===== src/sv/websocket_frame_receiver_macros.svh =====
// assertion macros shared by the websocket frame receiver modules
`ifndef WEBSOCKET_FRAME_RECEIVER_MACROS_SVH
`define WEBSOCKET_FRAME_RECEIVER_MACROS_SVH

// same-cycle implication, disabled while reset is applied
`define WSR_ASSERT_IMP(lbl, clk, rst_n, ante, cons, msg) \
	lbl: assert property (@(posedge clk) disable iff (!rst_n) (ante) |-> (cons)) \
		else $error(msg);

// next-cycle implication, disabled while reset is applied
`define WSR_ASSERT_NXT(lbl, clk, rst_n, ante, cons, msg) \
	lbl: assert property (@(posedge clk) disable iff (!rst_n) (ante) |=> (cons)) \
		else $error(msg);

`endif


===== src/sv/wsr_pkg.sv =====
// shared types and constants of the websocket frame receiver
`default_nettype none

package wsr_pkg;

	// parser phases
	typedef enum logic [2:0] {
		PH_HDR0    = 3'd0,
		PH_HDR1    = 3'd1,
		PH_EXTLEN  = 3'd2,
		PH_MASK    = 3'd3,
		PH_PAYLOAD = 3'd4
	} phase_t;

	// result kinds
	localparam logic [2:0] KIND_DATA  = 3'd0;
	localparam logic [2:0] KIND_EMPTY = 3'd1;
	localparam logic [2:0] KIND_PONG  = 3'd2;
	localparam logic [2:0] KIND_CLOSE = 3'd3;
	localparam logic [2:0] KIND_ERROR = 3'd4;

	// opcodes with special handling
	localparam logic [3:0] OP_CLOSE = 4'h8;
	localparam logic [3:0] OP_PING  = 4'h9;

	// seven-bit length codes that announce an extended length
	localparam logic [6:0] LEN7_EXT16 = 7'd126;
	localparam logic [6:0] LEN7_EXT64 = 7'd127;

	// extended length byte counts, stored minus one
	localparam logic [2:0] EXT16_LEFT = 3'd1;
	localparam logic [2:0] EXT64_LEFT = 3'd7;

	// index of the last mask key byte
	localparam logic [2:0] MASK_LAST = 3'd3;

	// command queue between parser and output stage
	localparam int FIFO_DEPTH = 4;
	localparam int FIFO_AW    = $clog2(FIFO_DEPTH);
	localparam int FIFO_CW    = $clog2(FIFO_DEPTH + 1);

	// one queued command; pair marks a pong header that expands to two beats
	typedef struct packed {
		logic [2:0] kind;
		logic [7:0] data;
		logic [3:0] opcode;
		logic       last;
		logic       pair;
	} cmd_t;

endpackage

`default_nettype wire


===== src/sv/wsr_front.sv =====
// frame parser: walks the header, length and mask key, unmasks payload
`default_nettype none

module wsr_front (
	input  wire                 clk,
	input  wire                 arst_n,
	input  wire                 accept,
	input  wire  [7:0]          rx_byte,
	output logic                push,
	output wsr_pkg::cmd_t       cmd
);
	import wsr_pkg::*;

	phase_t      phase_q, phase_d;
	logic [7:0]  hdr_q, hdr_d;
	logic [63:0] len_q, len_d;
	logic [2:0]  cnt_q, cnt_d;
	logic [31:0] key_q, key_d;
	logic        stop_q, stop_d;

	logic [3:0]  op;
	logic [7:0]  key_byte;
	logic [7:0]  plain;
	logic        len_zero;
	logic        len_one;
	logic        is_ctl;

	assign op       = hdr_q[3:0];
	assign len_zero = (len_q == 64'd0);
	assign len_one  = (len_q == 64'd1);
	assign is_ctl   = op inside {OP_CLOSE, OP_PING};

	// mask key byte for this payload index, first key byte on top
	always_comb begin
		case (cnt_q[1:0])
			2'd0:    key_byte = key_q[31:24];
			2'd1:    key_byte = key_q[23:16];
			2'd2:    key_byte = key_q[15:8];
			default: key_byte = key_q[7:0];
		endcase
	end
	assign plain = rx_byte ^ key_byte;

	// next state and context registers
	always_comb begin
		phase_d = phase_q;
		hdr_d   = hdr_q;
		len_d   = len_q;
		cnt_d   = cnt_q;
		key_d   = key_q;
		stop_d  = stop_q;
		if (accept && !stop_q) begin
			case (phase_q)
				PH_HDR0: begin
					hdr_d   = rx_byte;
					phase_d = PH_HDR1;
				end
				PH_HDR1: begin
					if (!rx_byte[7]) begin
						stop_d = 1'b1;
					end else if (rx_byte[6:0] == LEN7_EXT16) begin
						len_d   = 64'd0;
						cnt_d   = EXT16_LEFT;
						phase_d = PH_EXTLEN;
					end else if (rx_byte[6:0] == LEN7_EXT64) begin
						len_d   = 64'd0;
						cnt_d   = EXT64_LEFT;
						phase_d = PH_EXTLEN;
					end else begin
						len_d   = {57'd0, rx_byte[6:0]};
						cnt_d   = 3'd0;
						phase_d = PH_MASK;
					end
				end
				PH_EXTLEN: begin
					len_d = {len_q[55:0], rx_byte};
					if (cnt_q == 3'd0) begin
						phase_d = PH_MASK;
					end else begin
						cnt_d = cnt_q - 3'd1;
					end
				end
				PH_MASK: begin
					key_d = {key_q[23:0], rx_byte};
					if (cnt_q == MASK_LAST) begin
						cnt_d = 3'd0;
						if (!len_zero) begin
							phase_d = PH_PAYLOAD;
						end else if (op == OP_CLOSE) begin
							stop_d = 1'b1;
						end else begin
							phase_d = PH_HDR0;
						end
					end else begin
						cnt_d = cnt_q + 3'd1;
					end
				end
				PH_PAYLOAD: begin
					len_d = len_q - 64'd1;
					cnt_d = cnt_q + 3'd1;
					if (len_one) begin
						cnt_d = 3'd0;
						if (op == OP_CLOSE) begin
							stop_d = 1'b1;
						end else begin
							phase_d = PH_HDR0;
						end
					end
				end
				default: begin
					phase_d = PH_HDR0;
				end
			endcase
		end
	end

	// command to the queue, at most one per byte
	always_comb begin
		push       = 1'b0;
		cmd.kind   = KIND_DATA;
		cmd.data   = 8'd0;
		cmd.opcode = op;
		cmd.last   = 1'b0;
		cmd.pair   = 1'b0;
		if (accept && !stop_q) begin
			case (phase_q)
				PH_HDR1: begin
					if (!rx_byte[7]) begin
						push     = 1'b1;
						cmd.kind = KIND_ERROR;
					end
				end
				PH_MASK: begin
					if (cnt_q == MASK_LAST && len_zero) begin
						push = 1'b1;
						if (op == OP_CLOSE) begin
							cmd.kind = KIND_CLOSE;
						end else if (op == OP_PING) begin
							cmd.kind = KIND_PONG;
							cmd.data = hdr_q + 8'd1;
							cmd.pair = 1'b1;
						end else begin
							cmd.kind = KIND_EMPTY;
						end
					end
				end
				PH_PAYLOAD: begin
					if (!is_ctl) begin
						push     = 1'b1;
						cmd.data = plain;
						cmd.last = len_one;
					end else if (len_one) begin
						push = 1'b1;
						if (op == OP_CLOSE) begin
							cmd.kind = KIND_CLOSE;
						end else begin
							cmd.kind = KIND_PONG;
							cmd.data = hdr_q + 8'd1;
							cmd.pair = 1'b1;
						end
					end
				end
				default: begin
					push = 1'b0;
				end
			endcase
		end
	end

	// state registers
	always_ff @(posedge clk or negedge arst_n) begin
		if (!arst_n) begin
			phase_q <= PH_HDR0;
			hdr_q   <= 8'd0;
			len_q   <= 64'd0;
			cnt_q   <= 3'd0;
			key_q   <= 32'd0;
			stop_q  <= 1'b0;
		end else begin
			phase_q <= phase_d;
			hdr_q   <= hdr_d;
			len_q   <= len_d;
			cnt_q   <= cnt_d;
			key_q   <= key_d;
			stop_q  <= stop_d;
		end
	end

endmodule

`default_nettype wire


===== src/sv/wsr_fifo.sv =====
// short command queue between the parser and the output stage
`default_nettype none
`include "websocket_frame_receiver_macros.svh"

module wsr_fifo (
	input  wire                 clk,
	input  wire                 arst_n,
	input  wire                 push,
	input  wsr_pkg::cmd_t       wr_cmd,
	input  wire                 pop,
	output wsr_pkg::cmd_t       rd_cmd,
	output logic                not_empty,
	output logic                full
);
	import wsr_pkg::*;

	cmd_t               mem_q [FIFO_DEPTH];
	logic [FIFO_AW-1:0] wr_ptr_q;
	logic [FIFO_AW-1:0] rd_ptr_q;
	logic [FIFO_CW-1:0] count_q;

	assign not_empty = (count_q != FIFO_CW'(0));
	assign full      = (count_q == FIFO_CW'(FIFO_DEPTH));
	assign rd_cmd    = mem_q[rd_ptr_q];

	// storage
	always_ff @(posedge clk) begin
		if (push) begin
			mem_q[wr_ptr_q] <= wr_cmd;
		end
	end

	// pointers and fill level
	always_ff @(posedge clk or negedge arst_n) begin
		if (!arst_n) begin
			wr_ptr_q <= '0;
			rd_ptr_q <= '0;
			count_q  <= '0;
		end else begin
			if (push) begin
				wr_ptr_q <= wr_ptr_q + FIFO_AW'(1);
			end
			if (pop) begin
				rd_ptr_q <= rd_ptr_q + FIFO_AW'(1);
			end
			case ({push, pop})
				2'b10:   count_q <= count_q + FIFO_CW'(1);
				2'b01:   count_q <= count_q - FIFO_CW'(1);
				default: count_q <= count_q;
			endcase
		end
	end

	`WSR_ASSERT_IMP(a_no_pop_empty, clk, arst_n, pop, not_empty, "pop from empty queue")
	`WSR_ASSERT_IMP(a_no_push_full, clk, arst_n, push, !full || pop, "push into full queue")

endmodule

`default_nettype wire


===== src/sv/wsr_back.sv =====
// output stage: takes queued commands and drives result beats
`default_nettype none
`include "websocket_frame_receiver_macros.svh"

module wsr_back (
	input  wire                 clk,
	input  wire                 arst_n,
	input  wsr_pkg::cmd_t       head,
	input  wire                 not_empty,
	output logic                pop,
	output logic                out_valid,
	input  wire                 out_stall,
	output logic [2:0]          kind,
	output logic [7:0]          data,
	output logic [3:0]          opcode,
	output logic                last
);
	import wsr_pkg::*;

	logic       valid_q;
	logic       pend_q;
	logic [2:0] kind_q;
	logic [7:0] data_q;
	logic [3:0] opcode_q;
	logic       last_q;
	logic       take;
	logic       free;

	assign take = valid_q && !out_stall;
	assign free = !valid_q || take;
	assign pop  = free && !pend_q && not_empty;

	assign out_valid = valid_q;
	assign kind      = kind_q;
	assign data      = data_q;
	assign opcode    = opcode_q;
	assign last      = last_q;

	// control: valid beat and pending second pong byte
	always_ff @(posedge clk or negedge arst_n) begin
		if (!arst_n) begin
			valid_q <= 1'b0;
			pend_q  <= 1'b0;
		end else if (free) begin
			if (pend_q) begin
				valid_q <= 1'b1;
				pend_q  <= 1'b0;
			end else begin
				valid_q <= not_empty;
				pend_q  <= not_empty && head.pair;
			end
		end
	end

	// beat payload
	always_ff @(posedge clk) begin
		if (free) begin
			if (pend_q) begin
				kind_q <= KIND_PONG;
				data_q <= 8'd0;
				last_q <= 1'b1;
			end else if (not_empty) begin
				kind_q   <= head.kind;
				data_q   <= head.data;
				opcode_q <= head.opcode;
				last_q   <= head.last;
			end
		end
	end

	`WSR_ASSERT_IMP(a_pend_shape, clk, arst_n, pend_q, valid_q && kind_q == KIND_PONG && !last_q, "pending pong without first byte shown")
	`WSR_ASSERT_NXT(a_pong_pair, clk, arst_n, take && kind_q == KIND_PONG && !last_q, valid_q && kind_q == KIND_PONG && last_q, "second pong byte missing")

endmodule

`default_nettype wire


===== src/sv/websocket_frame_receiver.sv =====
// top level of the websocket frame receiver
`default_nettype none

// Server-side WebSocket deframer. One received byte is taken per cycle on
// the input channel (rx_byte) unless stalled; the parser classifies it at once
// and queues at most one command per byte in a four-entry queue, and the
// output stage turns each command into one result beat per cycle unless
// stalled, or two beats for a pong header (header byte plus one, then zero
// with last set). Sustained rate is one byte per cycle; a ping ends with two
// output beats from one byte, and in_stall rises only when the queue is full,
// set by how fast the output side takes beats. Results are registered at the
// output. After a close event or an unmasked frame error, bytes are still
// taken but dropped until reset. Payload lengths up to 64 bits are honoured.
module websocket_frame_receiver (
	input  wire         clk,
	input  wire         arst_n,
	input  wire         in_valid,
	output logic        in_stall,
	input  wire  [7:0]  rx_byte,
	output logic        out_valid,
	input  wire         out_stall,
	output logic [2:0]  kind,
	output logic [7:0]  data,
	output logic [3:0]  opcode,
	output logic        last
);
	import wsr_pkg::*;

	logic  accept;
	logic  push;
	logic  pop;
	logic  not_empty;
	logic  full;
	cmd_t  wr_cmd;
	cmd_t  head;

	assign in_stall = full;
	assign accept   = in_valid && !full;

	// parser
	wsr_front u_front (
		.clk     (clk),
		.arst_n  (arst_n),
		.accept  (accept),
		.rx_byte (rx_byte),
		.push    (push),
		.cmd     (wr_cmd)
	);

	// command queue
	wsr_fifo u_fifo (
		.clk       (clk),
		.arst_n    (arst_n),
		.push      (push),
		.wr_cmd    (wr_cmd),
		.pop       (pop),
		.rd_cmd    (head),
		.not_empty (not_empty),
		.full      (full)
	);

	// output stage
	wsr_back u_back (
		.clk       (clk),
		.arst_n    (arst_n),
		.head      (head),
		.not_empty (not_empty),
		.pop       (pop),
		.out_valid (out_valid),
		.out_stall (out_stall),
		.kind      (kind),
		.data      (data),
		.opcode    (opcode),
		.last      (last)
	);

endmodule

`default_nettype wire

===== config.mk =====
export PLATFORM = sky130hd
export DESIGN_NAME = websocket_frame_receiver
export DESIGN_NICKNAME = d
export VERILOG_FILES = /design/src/sv/wsr_pkg.sv /design/src/sv/wsr_front.sv /design/src/sv/wsr_fifo.sv /design/src/sv/wsr_back.sv /design/src/sv/websocket_frame_receiver.sv
export VERILOG_INCLUDE_DIRS = /design/src /design/src/sv
export SDC_FILE = /design/constraint.sdc
export NUM_CORES = 1
export LEC_CHECK = 0
export BUFFER_PORTS_ARGS = -buffer_cell sky130_fd_sc_hd__buf_2
export CAP_MARGIN = 20
export CORE_UTILIZATION = 62
export CTS_CLUSTER_DIAMETER = 150
export DETAILED_ROUTE_END_ITERATION = 8
export GPL_ROUTABILITY_DRIVEN = 0
export PLACE_DENSITY = 0.83
export SLEW_MARGIN = 20
export SYNTH_ARGS = -nofsm -noshare
export SYNTH_HDL_FRONTEND = slang
export SYNTH_SLANG_ARGS = --single-unit

===== constraint.sdc =====
create_clock -name clk -period 8.4 [get_ports clk]
set_input_delay 0.84 -clock clk [delete_from_list [all_inputs] [get_ports clk]]
set_output_delay 0.84 -clock clk [all_outputs]
set_load 0.05 [all_outputs]

Word-level counts from Yosys, hierarchy flattened
Memory sizes are Yosys's and may differ from the RTL's.
Cells that the tools add are included.

operators by class
  add/subtract/negate cells = 8
  equality and inequality tests = 22
  muxes and demuxes = 65
  bitwise gates (word level) = 2
  reduce and logical (&&, ||, !) cells = 32

operators with widths
  cell                                                  number
  one-hot mux 64 bit (3 select lines)                   1
  2-to-1 mux 64 bit                                     2
  equality test 64 x 1 -> 1 bit, second input constant  1
  logical NOT 64 bit                                    1
  subtractor 64 x 1 -> 64 bit, second input constant    1
  2-to-1 mux 3 bit                                      17
  2-to-1 mux 8 bit                                      5
  2-to-1 mux 1 bit                                      25
  one-hot mux 8 bit (3 select lines)                    1
  2-to-1 mux 11 bit                                     2
  one-hot mux 8 bit (2 select lines)                    1
  one-hot mux 3 bit (5 select lines)                    1
  equality test 7 bit, second input constant            2
  one-hot mux 3 bit (4 select lines)                    1
  2-to-1 mux 10 bit                                     1
  equality test 3 x 2 -> 1 bit, second input constant   3
  one-hot mux 3 bit (3 select lines)                    1
  nonzero test 3 bit                                    3
  adder 8 x 1 -> 8 bit, second input constant           1
  equality test 4 bit, second input constant            2
  != test 2 x 1 -> 1 bit, second input constant         4
  bitwise XOR 8 bit                                     1
  logical AND 1 bit                                     7
  2-to-1 mux 7 bit                                      1
  other kinds (24)                                      44

storage, ports and cells
  bits in registers = 136
  RAM bits = 68
  input port bits = 12
  memories kept = 1

memory list
  memory        words  width  read ports  clocked after Yosys merged registers in  wr ports  RTL line        source
  u_fifo.mem_q  4      17     1           0                                        1         wsr_fifo.sv:17  cmd_t mem_q [FIFO_DEPTH];

Longest topological paths before layout
Gate-level depths: netlist of run 1.

  word-level depth = 7
  depth in mapped cells = 13

Hierarchy
From an unflattened synthesis of run 1, not the netlist that was laid out.

unflattened totals
  cells, all modules = 954
  area total of the unflattened synthesis = 10546.4 um2

modules (own cells, without submodules)
  module                    instances  cells each  area an instance (um2)  sequential area each (um2)
  wsr_front                 1          792         6970.4                  2777.7
  wsr_fifo                  1          122         2887.8                  2217.1
  wsr_back                  1          39          674.4                   530.5
  websocket_frame_receiver  1          1           13.8                    0.0

Worst setup path after synthesis of run 1
No wires, ideal clock.

  path type = flip-flop to flip-flop
  start = register u_fifo.count_q[1]
  end = register u_fifo.count_q[2]
  setup time = 79 ps
  arrival time = 3650 ps
  setup slack = 4671 ps
  cell stages (with the launch flop) = 12
  cells stage by stage = dfrtp_1 nor3b_1 or3b_2 clkbuf_1 a211o_1 o32a_1 ha_1 inv_1 fa_1 xor2_1 nor2_1 xor2_1

between the ends
  word-level cells in the longest chain between the ends = 7
  elaborated cells on any way between the ends = 13
  classes of those cells = add/sub: 2; eq/ne: 3; mux: 2; reduce/logical: 6

RTL lines
  item                                                                             RTL line                        source
  start: declaration                                                               wsr_fifo.sv:20                  logic [FIFO_CW-1:0] count_q;
  start signal: assignment                                                         wsr_fifo.sv:47                  2'b10: count_q <= count_q + FIFO_CW'(1);
  start signal: assignment                                                         wsr_fifo.sv:48                  2'b01: count_q <= count_q - FIFO_CW'(1);
  start signal: assignment                                                         wsr_fifo.sv:49                  default: count_q <= count_q;
  equality test 3 bit (*)                                                          wsr_fifo.sv:23                  assign full = (count_q == FIFO_CW'(FIFO_DEPTH));
  via in_stall                                                                     websocket_frame_receiver.sv:18  output logic in_stall,
  logical NOT 1 bit (*)                                                            websocket_frame_receiver.sv:38  assign accept = in_valid && !full;
  logical AND 1 bit (*)                                                            websocket_frame_receiver.sv:38
  logical AND 1 bit (*)                                                            wsr_front.sv:125                if (accept && !stop_q) begin
  2-to-1 mux 1 bit (*)                                                             wsr_front.sv:125
  equality test 2 x 1 -> 1 bit / equality test 2 bit (equally long branches)       wsr_fifo.sv:46                  case ({push, pop})
  one-hot mux 3 bit (2 select lines) / nonzero test 2 bit (equally long branches)  --

Mark *: on every way through the listed nets, which the timed path passes. The rest lies on a longest branch.
A chain may end at the register's enable or synchronous reset.

Worst setup path in the final report of run 1
  start = register u_front.len_q[2]
  end = register u_fifo.count_q[2]

between the ends
  word-level cells in the longest chain between the ends = 7
  elaborated cells on any way between the ends = 12
  classes of those cells = eq/ne: 3; mux: 6; reduce/logical: 3

RTL lines
  item                                                                             RTL line                            source
  start: declaration                                                               wsr_front.sv:16                     logic [63:0] len_q, len_d;
  start signal: assignment                                                         wsr_front.sv:182                    len_q <= len_d;
  equality test 64 x 1 -> 1 bit / logical NOT 64 bit (equally long branches)       wsr_front.sv:30, wsr_front.sv:29
  2-to-1 mux 1 bit / logical AND 1 bit (equally long branches)                     wsr_front.sv:152, wsr_front.sv:134
  2-to-1 mux 1 bit, on equally long branches                                       wsr_front.sv:148, wsr_front.sv:134
  one-hot mux 1 bit (3 select lines) (*)                                           wsr_front.sv:126                    case (phase_q)
  2-to-1 mux 1 bit (*)                                                             wsr_front.sv:125
  equality test 2 x 1 -> 1 bit / equality test 2 bit (equally long branches)       wsr_fifo.sv:46
  one-hot mux 3 bit (2 select lines) / nonzero test 2 bit (equally long branches)  --

Mark *: on every way between the ends. The rest lies on a longest branch, timed or not.

==> out/results.ini, run 1 <==
[run_status]
outcome = complete, no violations

[synthesis]
synthCells = 959
synth_top_cell_by_area = dfrtp_1
avgSynthCellArea_sq_um = 10.9
ys_seq_area_share_pct = 52.9
synth.top_cell.area_share_pct = 28.7
synth_most_common_cell = dfrtp_1
synth_commonest_cells = 120 x dfrtp_1, 103 x o21ai_0, 84 x edfxtp_1
synthTopCellsByArea = dfrtp_1 29%, edfxtp_1 24%, o21ai_0 4.9%
synth_async_sr_flop_share_pct = 58.8
ys_ff_latch = 204
syn_area_sq_mm = 0.0104
ys_warn_count = 0
yosysUniqueCellTypes = 69
synth.net_count = 991
synthFlopType = dfrtp_1
synth_edf_count = 84

[drt]
ant_nets = 0
routed_wl_um = 25900
drc_errors = 0
detail_route.first_pass.iterations = 6
post_drt_wl_per_cell_um = 21.5
vias_per_cell = 6.81
drt_first_iter_violations = 1177
num_vias = 8202

[critical_path]
critPathKind = reg2reg
required_ns = 8.78
path_max_fanout = 9
path_cells = nor3_2, nand4_1, nor4_4, nand2_2, o32a_1, ha_1, inv_1, fa_1, xor2_1, nor2_1, xor2_1
worst_ep_arrival_time_ns = 3.71
crit_family = simple AND/OR/NAND/NOR gates
slowest_delay_ns = 0.59
endpoint_kind = flop
crit_buf_inv = 1
start_kind = flop
cp_slowest_cell = nor3_2
crit_top_cell = xor2_1

[global_routing]
grt_usage_pct = 30.4
grt_pass1_vias = 7731
antenna_found_initial = 0
grt_overflow_total = 0
grt_max_degree = 66
grt_pass1_wl_um = 42000

[cts]
clock_path_buffers = 3
cts_root_buf = clkbuf_16
numCtsBuffers = 22
cts_num_sinks = 204
ctsHoldBuffers = 0
clk_pin_slew_ns = 0.06
clkLatencyLatePin_ns = 0.53
cts_setup_buffers = 0
cts-htree-levels = 1
cts_resized = 0
cts_tree = built

[timing]
setup_viol = 0
slew_headroom_pct = 29.3
slew_violations = 0
hold_viol = 0
rsz0062_at_grt = no
whs_ns = 0.444
min_period_ns = 3.32
fin_crit_sh_pct = 39.6
fmax_mhz = 301
tightest_slew_ns = 1.03
finClkSkew_ns = 0.0294
tns_ns = 0

[final_layout]
insertedDiodeCount = 0
layout-drive-gt1-share_pct = 16.0
finalNetCount = 1002
fin_util_pct = 69.3
area_growth_syn_to_layout_pct = 9.57

[floorplan]
die_h_um = 132
dieWidth_um = 132
fp-row-count = 47
coreArea_sq_mm = 0.0165
boundaryPins = 30
fp.dieArea_sq_mm = 0.0174
start_util_pct = 63.2

[power]
power_density_mw_per_mm2 = 399
ir_drop_mv = 0.276
p_leak_nw = 4.41

[placement]
port_buffers = 29
dp_hpwl_um = 16200

[job]
max_cap_viol_count = 0

[min_path]
hp-class = in2async

final timing paths:
path | slack (ns) | startpoint | cells after the start | end
max | 5.08 | u_front.len_q[2] | 11 | u_fifo.count_q[2]
min | 0.44 | arst_n | 1 | u_fifo.rd_ptr_q[1]
max reg2reg | 5.08 | u_front.len_q[2] | 11 | u_fifo.count_q[2]
min reg2reg | 0.51 | u_front.key_q[30] | 1 | u_front.key_q[30]
max in group asynchronous | 6.70 | arst_n | 2 | u_front.len_q[19]
min in group clk | 0.51 | u_front.key_q[30] | 1 | u_front.key_q[30]
kinds of logic (layout without fill, tap and decap cells):
group	after synthesis	in the layout	synth area share [%]
simple gates	308	308	15.6
xor+xnor	20	20	1.68
buf+inv	82	107	3.03
fa+ha+maj	20	20	2.47
mux	59	59	8.18
compound gates	266	266	16.1
flops	204	204	52.9
worst reg2reg max path: cells and delay by family (launching register included):
family	cells	cell delay, ns
adder cells (fa/ha/maj)	2	0.47
AND/OR/NAND/NOR	5	1.58
flip-flops	1	0.44
XOR/XNOR	2	0.28
AO/OA/AOI/OAI	1	0.36
buffers and inverters	1	0.08
metal layers:
metal | part of all wire, % | track usage, % | vias up
met5 | 0 | 0 | -
met4 | 2.4 | 8.33 | 0
met3 | 8.1 | 3.96 | 63
met2 | 49 | 49.5 | 456
met1 | 41 | 43.3 | 4022
li1 | - | - | 3661
power breakdown:
| group | internal (mW) | switching [mW] |
|---|---|---|
| sequential | 1.37 | 0.394 |
| combinational | 0.711 | 1.20 |
| clock | 0.510 | 0.387 |
area by class of cell:
| class | count | area, sq um |
|---|---|---|
| clock buffer | 34 | 626 |
| clock inverter | 4 | 28.8 |
| fill | 1172 | 5080 |
| inverter | 23 | 86.3 |
| multi-input combinational | 673 | 4630 |
| sequential | 204 | 5530 |
| tap | 220 | 275 |
| timing repair buffer | 46 | 275 |
through the flow:
step	cell area [sq um]	cells	power (mW)	setup WS, ns
finish	11400	1204	4.57	5.08
detailed placement	10800	1166	3.62	5.17
CTS	11400	1204	4.54	5.15
global route	11400	1204	4.83	4.94
floorplan	10400	959	3.13	4.67
global placement	10800	1166	3.55	5.30
flip-flops by register name, indices dropped and copies added, names as in the netlist:
register          flops
u_back.data           8
u_back.kind           3
u_back.last           1
u_back.opcode         4
u_back.out_valid      1
u_back.pend_q         1
u_fifo.count_q        3
u_fifo.mem_q         68
u_fifo.rd_ptr_q       2
u_fifo.wr_ptr_q       2
u_front.cnt_q         3
u_front.hdr_q         8
u_front.key_q        32
u_front.len_q        64
u_front.phase_q       3
u_front.stop_q        1
cell usage in the layout, fill, tap and decap left out, types with 19 or more instances in the layout:
cell,count
a21oi_1,42
a22oi_1,26
buf_2,28
clkbuf_16,22
dfrtp_1,120
edfxtp_1,84
ha_1,19
inv_1,23
mux2_2,41
nand2_1,75
nand3_1,20
nor2_1,62
nor3_1,38
nor4_1,20
o21ai_0,102
Note: power is estimated with default switching activity, not from simulation.
==> run 2: changes to the inputs <==
--- a/config.mk
+++ b/config.mk
@@ -8,11 +8,11 @@
 export LEC_CHECK = 0
 export BUFFER_PORTS_ARGS = -buffer_cell sky130_fd_sc_hd__buf_2
 export CAP_MARGIN = 20
-export CORE_UTILIZATION = 62
+export CORE_UTILIZATION = 57
 export CTS_CLUSTER_DIAMETER = 150
 export DETAILED_ROUTE_END_ITERATION = 8
 export GPL_ROUTABILITY_DRIVEN = 0
-export PLACE_DENSITY = 0.83
+export PLACE_DENSITY = 0.81
 export SLEW_MARGIN = 20
 export SYNTH_ARGS = -nofsm -noshare
 export SYNTH_HDL_FRONTEND = slang
==> constraint.sdc (replaced) <==
create_clock -name clk -period 2.95 [get_ports clk]
set_input_delay 0.295 -clock clk [delete_from_list [all_inputs] [get_ports clk]]
set_output_delay 0.295 -clock clk [all_outputs]
set_load 0.05 [all_outputs]
==> run 2 against run 1 <==
Against the previous run: global-route usage is 1.2 points lower; hold slack worse by 0.40 ns; first-iteration DRC count is 24% lower.
==> out/results.ini, run 2 (synthesis results as in run 1) <==
[run_status]
outcome = complete, no violations

[critical_path]
cp_slowest_cell = dfrtp_1
critPathKind = reg2reg
crit_buf_inv = 1
path_cells = nor4_4, nand4b_1, nor4_4, nand2_2, o32a_1, ha_1, inv_1, fa_1, o21ai_1
timing.rr.end = u_fifo.count_q[1]
crit_top_cell = nor4_4
required_ns = 3.38
worstReg2RegStart = u_front.len_q[38]
crit_family = simple AND/OR/NAND/NOR gates
cp.depth = 9
path_max_fanout = 6
slowest_delay_ns = 0.42
worst_ep_arrival_time_ns = 3.21
r2r_cells = 9
endpoint_kind = flop
critPathLaunch = u_front.len_q[38]
critPathCapture = u_fifo.count_q[1]
start_kind = flop
rrSetupSlack_ns = 0.17

[placement]
dp_cells = 1212
dp_hpwl_um = 16700
port_buffers = 29
dpl_worst_slack_ns = 0.0831

[timing]
fin_crit_sh_pct = 94.2
fmax_mhz = 360
tightest_slew_ns = 1.11
slew_violations = 0
hold_viol = 0
slew_headroom_pct = 26.2
min_period_ns = 2.78
finClkSkew_ns = 0.0162
fin_ws_ns = 0.171
whs_ns = 0.0464
setup_viol = 0

[final_layout]
largest_reg_flops = 68
layout-drive-gt1-share_pct = 20.2
instances_no_fill = 1256
seqCellArea_sq_mm = 0.00553
fill_cells = 1305
area_growth_syn_to_layout_pct = 14.7
multi_input_area_sq_mm = 0.00467
fin_util_pct = 66.7
reg_top3 = u_fifo.mem_q (68), u_front.len_q (64), u_front.key_q (32)
insertedDiodeCount = 0
final_common_cell = dfrtp_1
regMostFlops = u_fifo.mem_q
most-common-layout-cells = 120 x dfrtp_1, 101 x o21ai_0, 84 x edfxtp_1
finalNetCount = 1044

[floorplan]
boundaryPins = 30
start_util_pct = 58.2
fp-row-count = 49
dieWidth_um = 137
coreArea_sq_mm = 0.0180
die_h_um = 137
fp.dieArea_sq_mm = 0.0189

[power]
power_mw = 14.0
power_density_mw_per_mm2 = 1170
ir_drop_mv = 0.856
p_leak_nw = 4.70

[cts]
numCtsBuffers = 22
cts_num_sinks = 204
cts-htree-levels = 1
clock_path_buffers = 3
clk_pin_slew_ns = 0.06
cts_tree = built
cts_root_buf = clkbuf_16
clkLatencyLatePin_ns = 0.52

[drt]
vias_per_cell = 6.68
post_drt_wl_per_cell_um = 21.2
drt_first_iter_violations = 891
num_vias = 8393
routed_wl_um = 26600
ant_nets = 0
detail_route.first_pass.iterations = 5
drc_errors = 0

[global_routing]
grt_max_degree = 66
grt_pass1_wl_um = 42900
antenna_found_initial = 0
grt_pass1_vias = 8097
grt_overflow_total = 0
grt_usage_pct = 29.2

[job]
max_cap_viol_count = 0

[min_path]
hp-class = in2reg

-- run 2: cell types whose count changed in the layout (fill, tap and decap cells not counted), sizes merged --
cell         change
clkinv           +2
buf             +41
clkbuf           -6
clkinvlp         +1
bufinv           +4
dlygate4sd3      +1
-- run 2: per-layer routing --
layer | share of wire, % | routed length, um | track usage [%] | up-vias
met5 | 0 | 0 | 0 | -
met4 | 1.9 | 512 | 8.06 | 0
met3 | 8.0 | 2110 | 4.53 | 53
met2 | 49 | 13100 | 47.2 | 438
met1 | 41 | 10900 | 40.9 | 4131
li1 | - | - | - | 3771
-- run 2: worst min path at each step --
stage | slack (ns) | startpoint | cells past startpoint | endpoint
final | 0.05 | out_stall | 3 | u_back.out_valid
after global routing | 0.05 | out_stall | 3 | u_back.out_valid
after CTS | 0.04 | out_stall | 3 | u_back.out_valid
after detailed placement | 0.46 | arst_n | 1 | u_front.len_q[55]
after global placement | 0.45 | arst_n | 1 | u_front.len_q[55]
after floorplan | -0.0006 | arst_n | 0 | u_back.out_valid
-- run 2: area by class of cell --
type | instances | share of cell area, %
clock buffer | 28 | 4.86
inverter | 23 | 0.720
multi-input combinational | 673 | 39.0
timing repair buffer | 88 | 5.57
sequential | 204 | 46.1
tap | 229 | 2.39
clock inverter | 11 | 1.41
-- run 2: what timing repair did --
action / in CTS / in global routing
gates resized for setup: 0 / 6
setup endpoints to repair: 0 / 102
endpoints found under the hold margin: 61 / 0
buffers inserted: 0 / 4
hold buffers: 1 / 0
-- run 2: tightest hold or removal path, cell delays in order --
cell and delay (ns):
buf_2 0.10, nand2_1 0.06, nand2_1 0.06
-- run 2: metrics by stage --
| stage | TNS (ns) | cell area (sq um) |
|---|---|---|
| floorplan | -7.22 | 10500 |
| global placement | 0 | 11200 |
| detailed placement | 0 | 11200 |
| CTS | 0 | 11900 |
| global route | -0.0328 | 12000 |
| finish | 0 | 12000 |
-- run 2: report_power, final --
| part | internal (mW) | switching [mW] |
|---|---|---|
| logic | 2.46 | 3.74 |
| registers | 3.90 | 1.04 |
| clock network | 1.75 | 1.14 |
| total | 8.11 | 5.92 |
==> run 3: changes to the inputs <==
--- a/config.mk
+++ b/config.mk
@@ -6,13 +6,13 @@
 export SDC_FILE = /design/constraint.sdc
 export NUM_CORES = 1
 export LEC_CHECK = 0
-export BUFFER_PORTS_ARGS = -buffer_cell sky130_fd_sc_hd__buf_2
 export CAP_MARGIN = 20
-export CORE_UTILIZATION = 57
+export CORE_UTILIZATION = 58
 export CTS_CLUSTER_DIAMETER = 150
 export DETAILED_ROUTE_END_ITERATION = 8
+export DONT_BUFFER_PORTS = 1
 export GPL_ROUTABILITY_DRIVEN = 0
-export PLACE_DENSITY = 0.81
+export PLACE_DENSITY = 0.8
 export SLEW_MARGIN = 20
 export SYNTH_ARGS = -nofsm -noshare
 export SYNTH_HDL_FRONTEND = slang
==> run 3 against run 2 <==
Against the previous run: the flow now finishes with violations (hold timing); via count shrank 2.4%; clock skew fell by 0.0033 ns; cell count decreased by 2.4%; wire length grew 0.85%; register-to-register slack got worse by 0.11 ns; core utilization grew 1.5 points; sequential cell count is the same; non-clock buffer count is 26 lower; combinational power fell by 8.7%; hold slack lost 0.57 ns; critical path depth rose by 4; global-route usage rose by 0.75 points; largest cell class unchanged; largest power group unchanged.
==> out/results.ini, run 3 (synthesis results as in run 1) <==
[run_status]
outcome = complete, but fails checks
violations = hold timing

[cts]
cts_root_buf = clkbuf_16
ctsHoldBuffers = 9
clk_pin_slew_ns = 0.06
cts_tree = built
cts-htree-levels = 1
numCtsBuffers = 22
clkLatencyLatePin_ns = 0.51
clock_path_buffers = 3
cts_setup_buffers = 0
cts_num_sinks = 204

[critical_path]
worstReg2RegStart = u_front.cnt_q[0]
start_kind = flop
slowest_delay_ns = 0.45
critPathLaunch = u_front.cnt_q[0]
worst_ep_arrival_time_ns = 3.31
crit_family = adder cells
path_cells = ha_1, ha_1, nand2_1, nor2_1, a21oi_2, a211o_1, o32a_1, ha_2, inv_1, fa_1, xor2_1, nor2_1, xor2_1
endpoint_kind = flop
critPathKind = reg2reg
required_ns = 3.36
cp_slowest_cell = dfrtp_2
crit_buf_inv = 1
path_max_fanout = 7

[drt]
vias_per_cell = 6.68
post_drt_wl_per_cell_um = 21.9
drt_first_iter_violations = 1057
routed_wl_um = 26800
drc_errors = 0
detail_route.first_pass.iterations = 7
num_vias = 8191
ant_nets = 0

[timing]
fin_crit_sh_pct = 98.0
whs_ns = -0.520
fmax_mhz = 346
hold_viol = 120
slew_violations = 0
rsz0062_at_grt = yes
setup_viol = 0
tightest_slew_ns = 0.980
min_period_ns = 2.89
slew_headroom_pct = 34.4
fin_ws_ns = 0.0584
finClkSkew_ns = 0.0128

[global_routing]
antenna_found_initial = 0
grt_usage_pct = 29.9
grt_pass1_vias = 7863
grt_max_degree = 121
grt_overflow_total = 0
grt_pass1_wl_um = 43100

[floorplan]
dieWidth_um = 136
coreArea_sq_mm = 0.0174
fp.dieArea_sq_mm = 0.0186
die_h_um = 136
fp-row-count = 48
boundaryPins = 30
start_util_pct = 60.0

[final_layout]
fin_area_sq_mm = 0.0119
fill_cells = 1255
final_common_cell = dfrtp_1
insertedDiodeCount = 0
largest_reg_flops = 68
finalNetCount = 1018
instances_no_fill = 1226
reg_top3 = u_fifo.mem_q (68), u_front.len_q (64), u_front.key_q (32)
layout-drive-gt1-share_pct = 18.4
regMostFlops = u_fifo.mem_q
most-common-layout-cells = 119 x dfrtp_1, 102 x o21ai_0, 84 x edfxtp_1
area_growth_syn_to_layout_pct = 13.7
fin_util_pct = 68.2

[placement]
port_buffers = 0
place_area_sq_mm = 0.0110
dp_hpwl_um = 16800
dp_cells = 1178
dpl_worst_slack_ns = 0.168

[power]
power_density_mw_per_mm2 = 1160
power_mw = 13.7
ir_drop_mv = 0.623
p_leak_nw = 4.58

[job]
max_cap_viol_count = 0

[min_path]
hp-class = in2async

==> run 3: cell count changes in the layout (fill, tap and decap cells not counted), moves of 2 or more <==
cell           before  now
buf_2              28    0
bufinv_16           4    2
a21oi_1            43   41
buf_4              53   47
clkinv_4            1    3
clkinv_1            1    3
a21oi_2             0    2
dlygate4sd3_1       1    9
o22ai_1             9    5
clkbuf_1            5    1
o22ai_2             0    4
==> run 3: what timing repair did <==
item / in CTS / in global routing
endpoints found under the hold margin: 141 / 120
resized for setup: 0 / 11
setup endpoints to repair: 0 / 94
==> run 3: area by class of cell <==
type                       instances  area, sq um  share of cell area, %
clock inverter                    14          141                   1.19
timing repair buffer              62          563                   4.74
multi-input combinational        673         4700                   39.6
tap                              225          282                   2.37
clock buffer                      25          582                   4.90
sequential                       204         5530                   46.5
inverter                          23         86.3                  0.726
==> run 3: through the flow <==
stage / hold WS (ns) / setup TNS (ns)
after floorplan: -0.000591 / -7.22
after global placement: 0.00967 / 0
after detailed placement: 0.00863 / 0
after CTS: -0.533 / 0
after global routing: -0.533 / -0.0709
final: -0.520 / 0
==> run 3: where the power goes <==
part	switching [mW]	total [mW]	internal, mW
Clock	1.14	2.74	1.60
Sequential	1.43	5.34	3.91
Combinational	3.27	5.66	2.38
Total	5.84	13.7	7.90
==> run 3: final timing paths <==
check,to,slack (ns),depth (start not counted)
min in group clk,u_front.len_q[6],0.01,2
worst min-delay path,u_front.len_q[48],-0.52,0
worst min register to register,u_front.key_q[24],0.51,1
max in group asynchronous,u_front.key_q[4],3.30,0
worst max-delay path,u_fifo.count_q[2],0.06,13
worst max register to register,u_fifo.count_q[2],0.06,13
==> run 3: layer usage <==
metal  routed length [um]  global-route usage (%)
met1                11200                    42.6
met2                12800                    47.5
met3                 2180                    5.15
met4                  664                    7.96
met5                    0                       0
